[config.mk]
export PLATFORM = sky130hd
export DESIGN_NAME = kpdc_ctrl
export DESIGN_NICKNAME = d
export VERILOG_FILES = /design/src/hdl/kpdc_pkg.sv /design/src/hdl/kpdc_ctrl.sv
export SDC_FILE = /design/constraint.sdc
export NUM_CORES = 1
export LEC_CHECK = 0
export BUFFER_PORTS_ARGS = -buffer_cell sky130_fd_sc_hd__buf_2
export CAP_MARGIN = 20
export CORE_AREA = 2 2 39 41
export CTS_CLUSTER_DIAMETER = 50
export CTS_CLUSTER_SIZE = 20
export DETAILED_ROUTE_END_ITERATION = 12
export DIE_AREA = 0 0 41 43
export GPL_TIMING_DRIVEN = 0
export PLACE_DENSITY = 0.35
export SLEW_MARGIN = 20
export SYNTH_ARGS = -nofsm -noshare
export SYNTH_HDL_FRONTEND = slang
export SYNTH_SLANG_ARGS = --single-unit
[constraint.sdc]
create_clock -name clk -period 1.1 [get_ports clk]
set_input_delay 0.165 -clock clk [delete_from_list [all_inputs] [get_ports clk]]
set_output_delay 0.165 -clock clk [all_outputs]
set_load 0.01 [all_outputs]
[src/hdl/kpdc_pkg.sv]
`timescale 1ns / 1ps

package kpdc_pkg;

    localparam int NUM_KEYS_DEFAULT = 6;

    // Field widths
    localparam int FUNC_W     = 1;
    localparam int LEVEL_W    = 6;
    localparam int KEY_CODE_W = 3;
    localparam int KIND_W     = 2;
    localparam int THR_W      = 15;
    localparam int CNT_W      = 16;
    localparam int CFG_IDX_W  = 2;

    // Function codes
    localparam logic [FUNC_W-1:0] FUNC_TICK = 1'b0;
    localparam logic [FUNC_W-1:0] FUNC_POLL = 1'b1;

    // Press kinds
    localparam logic [KIND_W-1:0] KIND_SHORT = 2'd0;
    localparam logic [KIND_W-1:0] KIND_LONG  = 2'd1;

    // Register indexes
    localparam logic [CFG_IDX_W-1:0] CFG_SHORT_THR = 2'd0;
    localparam logic [CFG_IDX_W-1:0] CFG_LONG_THR  = 2'd1;

    localparam logic [THR_W-1:0] SHORT_THR_RESET = 15'd50;
    localparam logic [THR_W-1:0] LONG_THR_RESET  = 15'd1000;

    // Counter constants
    localparam logic signed [CNT_W-1:0] REPEAT_BACKOFF = 16'sd500;
    localparam logic signed [CNT_W-1:0] COUNT_CEILING  = 16'sd30000;
    localparam logic signed [CNT_W-1:0] TICK_STEP      = 16'sd10;
    localparam logic signed [CNT_W-1:0] SHORT_DONE     = -16'sd1;

    typedef struct packed {
        logic load;
        logic step;
    } kpdc_cmd_t;

    typedef struct packed {
        logic report;
        logic last;
        logic out_busy;
    } kpdc_sts_t;

endpackage

[src/hdl/kpdc_ctrl.sv]
`timescale 1ns / 1ps

module kpdc_ctrl
    import kpdc_pkg::*;
(
    input  logic      clk,
    input  logic      rst_n,
    input  logic      in_valid,
    output logic      in_ready,
    input  kpdc_sts_t sts,
    output kpdc_cmd_t cmd
);

    typedef enum logic [1:0] {
        ST_IDLE = 2'b01,
        ST_SCAN = 2'b10
    } state_t;

    state_t state_reg;
    state_t state_next;

    always_comb
    begin
        state_next = state_reg;
        cmd        = '0;
        in_ready   = 1'b0;
        case (state_reg)
            ST_IDLE:
            begin
                in_ready = 1'b1;
                if (in_valid)
                begin
                    cmd.load   = 1'b1;
                    state_next = ST_SCAN;
                end
            end
            ST_SCAN:
            begin
                // hold the key while a report waits for a full output slot
                if (!(sts.report && sts.out_busy))
                begin
                    cmd.step = 1'b1;
                    if (sts.report || sts.last)
                    begin
                        state_next = ST_IDLE;
                    end
                end
            end
            default:
            begin
                state_next = ST_IDLE;
            end
        endcase
    end

    always_ff @(posedge clk or negedge rst_n)
    begin
        if (!rst_n)
        begin
            state_reg <= ST_IDLE;
        end
        else
        begin
            state_reg <= state_next;
        end
    end

endmodule

Word level (Yosys, flattened, before mapping)
Cells that the tools add are included.
W data, S select, Z words.
Word-level totals
  register bits after elaboration: 2
  input port bits: 6
  output and inout bits: 3
  logic and storage cells: 18
Cells by class
  equal/unequal tests: 5
  multiplexer cells: 9
  reductions and logical operators: 3
Operator list (number)
  $mux W2: 3
  $ne A2 B2 Y1 const B: 3
  $mux W1: 5
  $pmux W2 S2: 1
  $reduce_and A3 Y1: 1
  $eq A2 B1 Y1 const B: 1
  $eq A2 B2 Y1 const B: 1
  $logic_and A1 B1 Y1: 1
  $logic_or A1 B1 Y1: 1

Logic depth before layout (Yosys ltp)
Gate-level depths: netlist (run 1).
  depth in word-level cells: 4
  mapped depth: 3
  depth with buffers taken out: 3

Least setup slack after synthesis (run 1)
No wires, ideal clock.
  kind: register to output
  start point: register state_reg[0]
  end point: output port cmd[1] in the netlist's numbering
  arrival time: 0.725 ns
  required time: 0.935 ns
  path slack: 0.210 ns
  cell stages (with the launch flop): 3
  path buffers: 0
  cells stage by stage: dfstp_2 -> nand2_1 -> nor2_1
RTL lines
  from (decl): line kpdc_ctrl.sv:19  | state_t state_reg;
  from (signal assigned): line kpdc_ctrl.sv:64  | state_reg <= state_next;
  to (decl): line kpdc_ctrl.sv:11  | output kpdc_cmd_t cmd

==> results by group, run 1 <==
Run status
  • Status: finished, violations left
  • Failing checks: negative setup slack

Die
  • Initial Utilization: 0.0759
  • Ports: 9
  • Die width: just over 40 um
  • Core ar.: 1380 um2
  • Row Count: 14
  • Chip height: about 43 um
  • Die ar.: between 1500 and 2000 um2

Final layout
  • Most frequent cells in the layout: 8 x buf_2, 3 x clkbuf_4, 3 x buf_4, 2 x nor2_1, 2 x a21oi_2
  • Ant. Diodes: 0
  • Number of flip-flops in the largest register: 2
  • Final #Nets: 34
  • Synthesis-to-layout area growth: 127%
  • Most common cell after layout, fill and taps aside: buf_2
  • Layout cell share with drive strength beyond 1: 0.741
  • Fin util: 0.173
  • Fillers: 157

Place
  • Detailed placement HPWL: 240 um
  • Dpl ws: about 0.099 ns
  • GPL Wtd Cong: about 0.6
  • Port Buf Inserts: 8

Detailed routing
  • Violation count after the first detailed-routing iteration: 3
  • Drt total wl: 353 um
  • Final ANT Viol Nets: 0
  • Vias per inst: 3.09
  • Met2 WL post-DR: 120 um
  • 1st-pass router iterations: 3
  • Met3 Wirelength: 74 um
  • DR vias: around 130
  • Met1 WL: 157 um
  • DRC viols: 0
  • Average wire per standard cell: 8.21 um
  • Top sig layer: met3

STA
  • Unrepaired setup endpoints after global routing: yes
  • Final Slew Violations: 0
  • Max Clock Freq: 0.827 GHz
  • Hold Violations, Final: 0
  • Final Setup Violations: 3
  • Final Skew: 0.00897 ns
  • Hold_ws: 0.108 ns
  • Min Tclk post-route: 1.21 ns
  • Worst setup margin: -0.109 ns
  • Final period utilization: 1.10
  • Slew HR: 0.915
  • Measured slew at the worst slew-check pin: approximately 0.13 ns

Worst hold path
  • Hold crit path type: input pin to flip-flop
  • Hold depth: 2
  • Endpoint of the worst hold path: state_reg[0]
  • Hold Crit Start: in_valid

Global route
  • Number of global-route vias before repair: 138
  • First-pass GRT wire length: 538 um
  • GRT Total Usage: 0.0533
  • Overflow after GRT: 0
  • Largest net degree at the start of global routing: 5
  • Initial antenna violation count: 0

Logic synthesis
  • Library cells used by synthesis: 10
  • Register area share after synthesis: 0.488
  • Synthesis Warnings: 0
  • Mapped Nets: 17
  • Cells after synthesis: 11
  • Post-Syn Area: roughly 110 um2
  • Synth top area cells: dfstp_2 25%, dfrtp_1 24%, a21oi_2 8.3%, a2bb2oi_1 8.3%, and2b_1 7.1%
  • Register bit total from synthesis: 2
  • Synth Area per Inst: 9.55 um2
  • Synth area leader: dfstp_2
  • Yosys top cell area share: 0.250

Clocking
  • Insertion delay to the later sink of the worst-skew pair: ~0.23 ns
  • Clock tree sinks: 2
  • Num CTS Buffers: 3
  • Worst-path clk slew: 0.03 ns
  • CTS HTree Levels: 1
  • Max Root-Sink Buffers: 2
  • CTS tree: built
  • Root buffer cell: clkbuf_4

Setup path
  • R2r startpoint: state_reg[1]
  • WS Path Type: flip-flop to primary output
  • Critical path, cell by cell: nand2b_4 -> a21oi_2 -> buf_2
  • Critical path fanouts, max: 3
  • Critical Path Max Stage Delay: 0.53 ns
  • Slowest cell on the critical path: dfstp_2
  • Worst reg-to-reg setup slack: 0.06 ns
  • Worst endpoint required time: 0.94 ns
  • Crit path launch type: flip-flop
  • Worst Path Arrival: about 1.0 ns
  • Reg-to-reg critical path endpoint: state_reg[0]
  • Crit path capture type: primary output
  • Worst reg2reg path depth: 4

Power and ir drop
  • Worst VDD drop: 360 uV
  • Power density cells: 1860 nW/um2
  • Leak: 0.117 nW

Flow run
  • Max_cap viols: 0
-- metal layers --
layer | vias to the layer above | track usage
met5 | - | 0
met4 | 0 | 0.0800
met3 | 0 | 0.0419
met2 | 9 | 0.0406
met1 | 53 | 0.0645
li1 | 71 | -
-- metrics by stage --
stage / area [um2] / setup TNS [ns] / instances / power [mW]
2_1_floorplan: 105 / 0 / 11 / 0.161
3_3_place_gp: 165 / 0 / 35 / 0.200
3_5_place_dp: 165 / 0 / 35 / 0.202
4_1_cts: 220 / -0.317 / 41 / 0.428
5_1_grt: 239 / -0.417 / 43 / 0.477
6_report: 239 / -0.285 / 43 / 0.445
-- worst max-delay path, delay by kind of cell, from the launching register on --
family                 cells  cell delay, ns
AOI/OAI and AO/OA          1            0.03
and+or+nand+nor            1            0.13
DFF                        1            0.53
buffers and inverters      1            0.13
-- cells in the mapped netlist (all sizes together) --
| cell type | instances |
|---|---|
| a2bb2oi | 1 |
| nor2 | 2 |
| nand2 | 1 |
| o22ai | 1 |
| dfstp | 1 |
| a21oi | 2 |
| dfrtp | 1 |
| and2b | 1 |
| nand2b | 1 |
-- power breakdown --
| part | switching, mW | total (mW) | internal, mW |
|---|---|---|---|
| Combinational | 0.0564 | 0.146 | 0.0895 |
| Clock | 0.0462 | 0.181 | 0.135 |
| Sequential | 0.0197 | 0.118 | 0.0984 |
| Total | 0.122 | 0.445 | 0.323 |
-- how the worst max path moves through the flow --
stage / to / start / depth (start not counted) / slack, ns
2_1_floorplan: cmd[1] / state_reg[0] / 2 / 0.21
3_3_place_gp: cmd[0] / state_reg[0] / 3 / 0.10
3_5_place_dp: cmd[0] / state_reg[0] / 3 / 0.1
4_1_cts: cmd[0] / state_reg[0] / 3 / -0.12
5_1_grt: cmd[0] / state_reg[0] / 3 / -0.15
6_report: cmd[0] / state_reg[0] / 3 / -0.11
-- kinds of logic (layout without fill, tap and decap cells) --
logic type / Yosys count / in the layout / share of synthesized area
AO/OA/AOI/OAI: 4 / 4 / 0.274
flip-flops: 2 / 2 / 0.488
buffers and inverters: 0 / 16 / 0
AND/OR/NAND/NOR: 5 / 5 / 0.238
-- cell type report --
class,instances,area (um2),area share
clock buffer,4,26.3,0.110
sequential,2,52.6,0.220
tap,16,20.0,0.0838
timing repair buffer,12,72.6,0.304
multi-input combinational,9,67.6,0.283
-- repair_timing --
action	in CTS	in global routing
endpoints found under the hold margin	2	0
hold buffers	1	0
buffers inserted	1	2
resized for setup	2	2
endpoints found under the setup margin	3	3
pin swaps	0	0
Note: power is estimated with default switching activity, not from simulation.
==> inputs of run 2 (changes only) <==
- RECOVER_POWER: unset -> 100
- REMOVE_ABC_BUFFERS: unset -> 1
==> results by group, run 2 (synthesis results as in run 1) <==
Run status
  • Status: finished, violations left
  • Failing checks: negative setup slack

Global route
  • GR Util met2: 0.0406
  • Largest net degree at the start of global routing: 5
  • Overflow after GRT: 0
  • M3 GR Usage: 0.0419
  • First-pass GRT wire length: 538 um
  • GRT busiest layer: met4
  • Met1 GRT Util: 0.0645
  • GRT Total Usage: 0.0533
  • Initial antenna violation count: 0
  • Number of global-route vias before repair: 138

Setup path
  • WS Path Type: flip-flop to primary output
  • Slowest cell on the critical path: dfstp_2
  • Critical Path Max Stage Delay: 0.53 ns
  • Critical path fanouts, max: 3
  • Critical path, cell by cell: nand2b_4 -> a21oi_2 -> buf_2
  • Crit path capture type: primary output
  • Worst endpoint required time: approximately 0.94 ns
  • Worst Path Arrival: 1.04 ns
  • Crit path launch type: flip-flop

Place
  • Detailed placement HPWL: 240 um
  • Dpl ws: 0.0991 ns
  • GPL Wtd Cong: between 0.6 and 0.7
  • Port Buf Inserts: 8

STA
  • Worst setup margin: -0.109 ns
  • Final period utilization: 1.10
  • Hold Violations, Final: 0
  • Measured slew at the worst slew-check pin: around 0.13 ns
  • Setup tns final: -0.285 ns
  • Slew HR: 0.915
  • Final Setup Violations: 3
  • Min Tclk post-route: 1.21 ns
  • Final Skew: between 0.008 and 0.009 ns
  • Unrepaired setup endpoints after global routing: yes
  • Final Slew Violations: 0
  • Max Clock Freq: between 0.8 and 0.9 GHz

Detailed routing
  • 1st-pass router iterations: 3
  • Final ANT Viol Nets: 0
  • DR vias: 133
  • Violation count after the first detailed-routing iteration: 3
  • Drt total wl: 351 um
  • Average wire per standard cell: about 8.2 um
  • Vias per inst: 3.09
  • DRC viols: 0

Power and ir drop
  • Worst VDD drop: about 360 uV
  • Power density cells: 1870 nW/um2
  • Design Power: 445 uW
  • Leak: around 0.11 nW

Clocking
  • Clock tree sinks: 2
  • Insertion delay to the later sink of the worst-skew pair: 0.23 ns
  • CTS tree: built
  • Root buffer cell: clkbuf_4
  • Worst-path clk slew: 0.03 ns
  • Num CTS Buffers: 3
  • CTS HTree Levels: 1
  • Max Root-Sink Buffers: 2

Final layout
  • Ant. Diodes: 0
  • Final #Nets: 34
  • Number of flip-flops in the largest register: 2
  • Layout cell share with drive strength beyond 1: 0.704
  • Most common cell after layout, fill and taps aside: buf_2
  • Synthesis-to-layout area growth: 126%
  • Most frequent cells in the layout: 7 x buf_2, 3 x clkbuf_4, 3 x buf_4

Die
  • Ports: 9
  • Die width: 41 um
  • Row Count: 14
  • Chip height: 43 um
  • Initial Utilization: 0.0759
  • Die ar.: 1760 um2
  • Core ar.: ~1400 um2

Worst hold path
  • Hold crit path type: input pin to flip-flop

Flow run
  • Max_cap viols: 0
==> run 2: cell type report <==
class / instances / area (um2)
clock buffer: 4 / 26.3
fill: 158 / 1150
multi-input combinational: 9 / 67.6
sequential: 2 / 52.6
tap: 16 / 20.0
timing repair buffer: 12 / 71.3
==> run 2: per-stage QoR <==
stage          instance area [um2]  hold WS, ns  utilization  instances
2_1_floorplan                  105       -0.131            -         11
3_3_place_gp                   165      -0.0475        0.119         35
3_5_place_dp                   165      -0.0431        0.119         35
4_1_cts                        220       0.0899        0.159         41
5_1_grt                        238        0.107        0.172         43
6_report                       238        0.108        0.172         43
==> run 2: worst max-delay path: cells and delay by family (launching register included) <==
kind,cells,cell delay [ns]
flops,1,0.53
simple gates,1,0.13
buf+inv,1,0.13
compound gates,1,0.03
==> run 2: power breakdown <==
| group | internal (mW) | switching [mW] | total (mW) |
|---|---|---|---|
| sequential | 0.0984 | 0.0197 | 0.118 |
| combinational | 0.0890 | 0.0564 | 0.145 |
| clock | 0.135 | 0.0462 | 0.181 |
| total | 0.322 | 0.122 | 0.445 |
==> run 2: repair_timing <==
item,in CTS,in global routing
gates resized for setup,2,2
setup endpoints to repair,3,3
buffers inserted,1,2
hold buffers,1,0
endpoints found under the hold margin,2,0
==> run 2: path summary, 6_finish.rpt <==
check,from,to,slack (ns),depth (start not counted)
setup / recovery,state_reg[0],cmd[0],-0.11,3
hold / removal,in_valid,state_reg[0],0.11,2
setup reg to reg,state_reg[1],state_reg[0],0.06,4
hold reg to reg,state_reg[0],state_reg[1],0.52,2
max in group asynchronous,rst_n,state_reg[0],0.62,2
min in group asynchronous,rst_n,state_reg[1],0.25,2
==> run 2: metal layers <==
metal / wire length [um] / vias to the layer above
li1: - / 71
met2: 120 / 9
met1: 156 / 53
met4: 0 / 0
met5: 0 / -
met3: 74 / 0
==> inputs of run 3 (changes only) <==
- CELL_PAD_IN_SITES_DETAIL_PLACEMENT: unset -> 1
- CELL_PAD_IN_SITES_GLOBAL_PLACEMENT: unset -> 2
- PLACE_DENSITY: 0.35 -> 0.48
==> results by group, run 3 (synthesis results as in run 1) <==
Worst hold path
  • Hold crit path type: input pin to flip-flop

Detailed routing
  • Met3 Wirelength: roughly 75 um
  • DR vias: between 100 and 150
  • Final ANT Viol Nets: 0
  • Violation count after the first detailed-routing iteration: 1
  • Vias per inst: 3.29
  • Met2 WL post-DR: 126 um
  • Met1 WL: 164 um
  • Average wire per standard cell: 9.17 um
  • 1st-pass router iterations: 2
  • Drt total wl: ~390 um
  • Top sig layer: met4
  • DRC viols: 0

Die
  • Chip height: approximately 43 um
  • Core ar.: 1380 um2
  • Initial Utilization: 0.0759
  • Row Count: 14
  • Die width: 41 um
  • Ports: 9
  • Die ar.: between 1500 and 2000 um2

Place
  • GPL Wtd Cong: between 0.5 and 0.6
  • Port Buf Inserts: 8
  • Placed cell count: 35

Power and ir drop
  • Design Power: 439 uW
  • Power density cells: slightly below 2000 nW/um2
  • Worst VDD drop: around 260 uV
  • Leak: around 0.11 nW

Final layout
  • Final #Nets: 33
  • Ant. Diodes: 0
  • Register area: approximately 53 um2
  • Footprint of the multi-input gates: ~65 um2
  • Fillers: 168
  • Layout cell share with drive strength beyond 1: 0.654
  • Most frequent cells in the layout: 7 x buf_2, 3 x clkbuf_4
  • Most common cell after layout, fill and taps aside: buf_2
  • Number of flip-flops in the largest register: 2
  • Post-route insts no fill: 42
  • Synthesis-to-layout area growth: 117%

STA
  • Hold_ws: 0.0833 ns
  • Measured slew at the worst slew-check pin: about 0.14 ns
  • Worst setup margin: -0.115 ns
  • Unrepaired setup endpoints after global routing: yes
  • Final Setup Violations: 3
  • Final Skew: 0.00155 ns
  • Final Slew Violations: 0
  • Max Clock Freq: 0.823 GHz
  • Hold Violations, Final: 0
  • Min Tclk post-route: 1.22 ns
  • Slew HR: 0.907
  • Final period utilization: 1.10

Setup path
  • Crit path launch type: flip-flop
  • WS Path Type: flip-flop to primary output
  • Crit path capture type: primary output
  • Worst endpoint required time: 0.94 ns
  • Worst Path Arrival: 1.05 ns
  • Critical path fanouts, max: 3

Global route
  • GRT Total Usage: 0.0693
  • Initial antenna violation count: 0
  • Number of global-route vias before repair: 137
  • First-pass GRT wire length: 621 um
  • Overflow after GRT: 0
  • Largest net degree at the start of global routing: 5

Clocking
  • Clock tree sinks: 2
  • Insertion delay to the later sink of the worst-skew pair: about 0.24 ns
  • CTS HTree Levels: 1
  • Num CTS Buffers: 3
  • Max Root-Sink Buffers: 2
  • CTS tree: built
  • Root buffer cell: clkbuf_4
  • Worst-path clk slew: 0.03 ns

Run status
  • Failing checks: negative setup slack
  • Status: finished, violations left

Flow run
  • Max_cap viols: 0
## run 3: where the power goes
part / total (mW) / internal [mW] / switching [mW]
Combinational: 0.127 / 0.0745 / 0.0529
Clock: 0.195 / 0.136 / 0.0588
Sequential: 0.117 / 0.0982 / 0.0189
Total: 0.439 / 0.309 / 0.130
## run 3: per-stage QoR
| stage | area (um2) | setup TNS [ns] | setup WS [ns] | utilization |
|---|---|---|---|---|
| 2_1_floorplan | 105 | 0 | 0.210 | - |
| 3_3_place_gp | 165 | 0 | 0.0984 | 0.119 |
| 3_5_place_dp | 165 | 0 | 0.0824 | 0.119 |
| 4_1_cts | 228 | -0.333 | -0.121 | 0.165 |
| 5_1_grt | 228 | -0.463 | -0.158 | 0.165 |
| 6_report | 228 | -0.320 | -0.115 | 0.165 |
## run 3: area by class of cell
class	count	share of cell area
Clock buffer	4	0.115
Timing Repair Buffer	11	0.280
Sequential cell	2	0.231
Multi-Input combinational cell	9	0.286
Tap cell	16	0.0879
## run 3: routing by layer
layer	vias up	GRT usage
li1	68	-
met1	57	0.0675
met2	11	0.0469
met3	2	0.0942
met4	0	0.100
met5	-	0
## run 3: what timing repair did
item                                    CTS  global route
hold buffers                              1             0
endpoints found under the setup margin    3             3
gates resized for setup                   2             1
setup buffers                             2             0
endpoints found under the hold margin     2             0
pin swaps                                 0             0
## run 3: path summary, 6_finish.rpt
path | startpoint | to | slack (ns) | cells past startpoint
min in group asynchronous | rst_n | state_reg[1] | 0.25 | 2
worst max-delay path | state_reg[0] | cmd[0] | -0.12 | 3
max in group asynchronous | rst_n | state_reg[0] | 0.64 | 2
worst min register to register | state_reg[1] | state_reg[1] | 0.54 | 1
worst max register to register | state_reg[0] | state_reg[0] | 0.11 | 3
worst min-delay path | in_valid | state_reg[0] | 0.08 | 2
## run 3: critical path, cell delays in order (launching register included)
cell	delay, ns
dfstp_2	0.53
nand2b_4	0.13
a21oi_2	0.03
buf_2	0.13
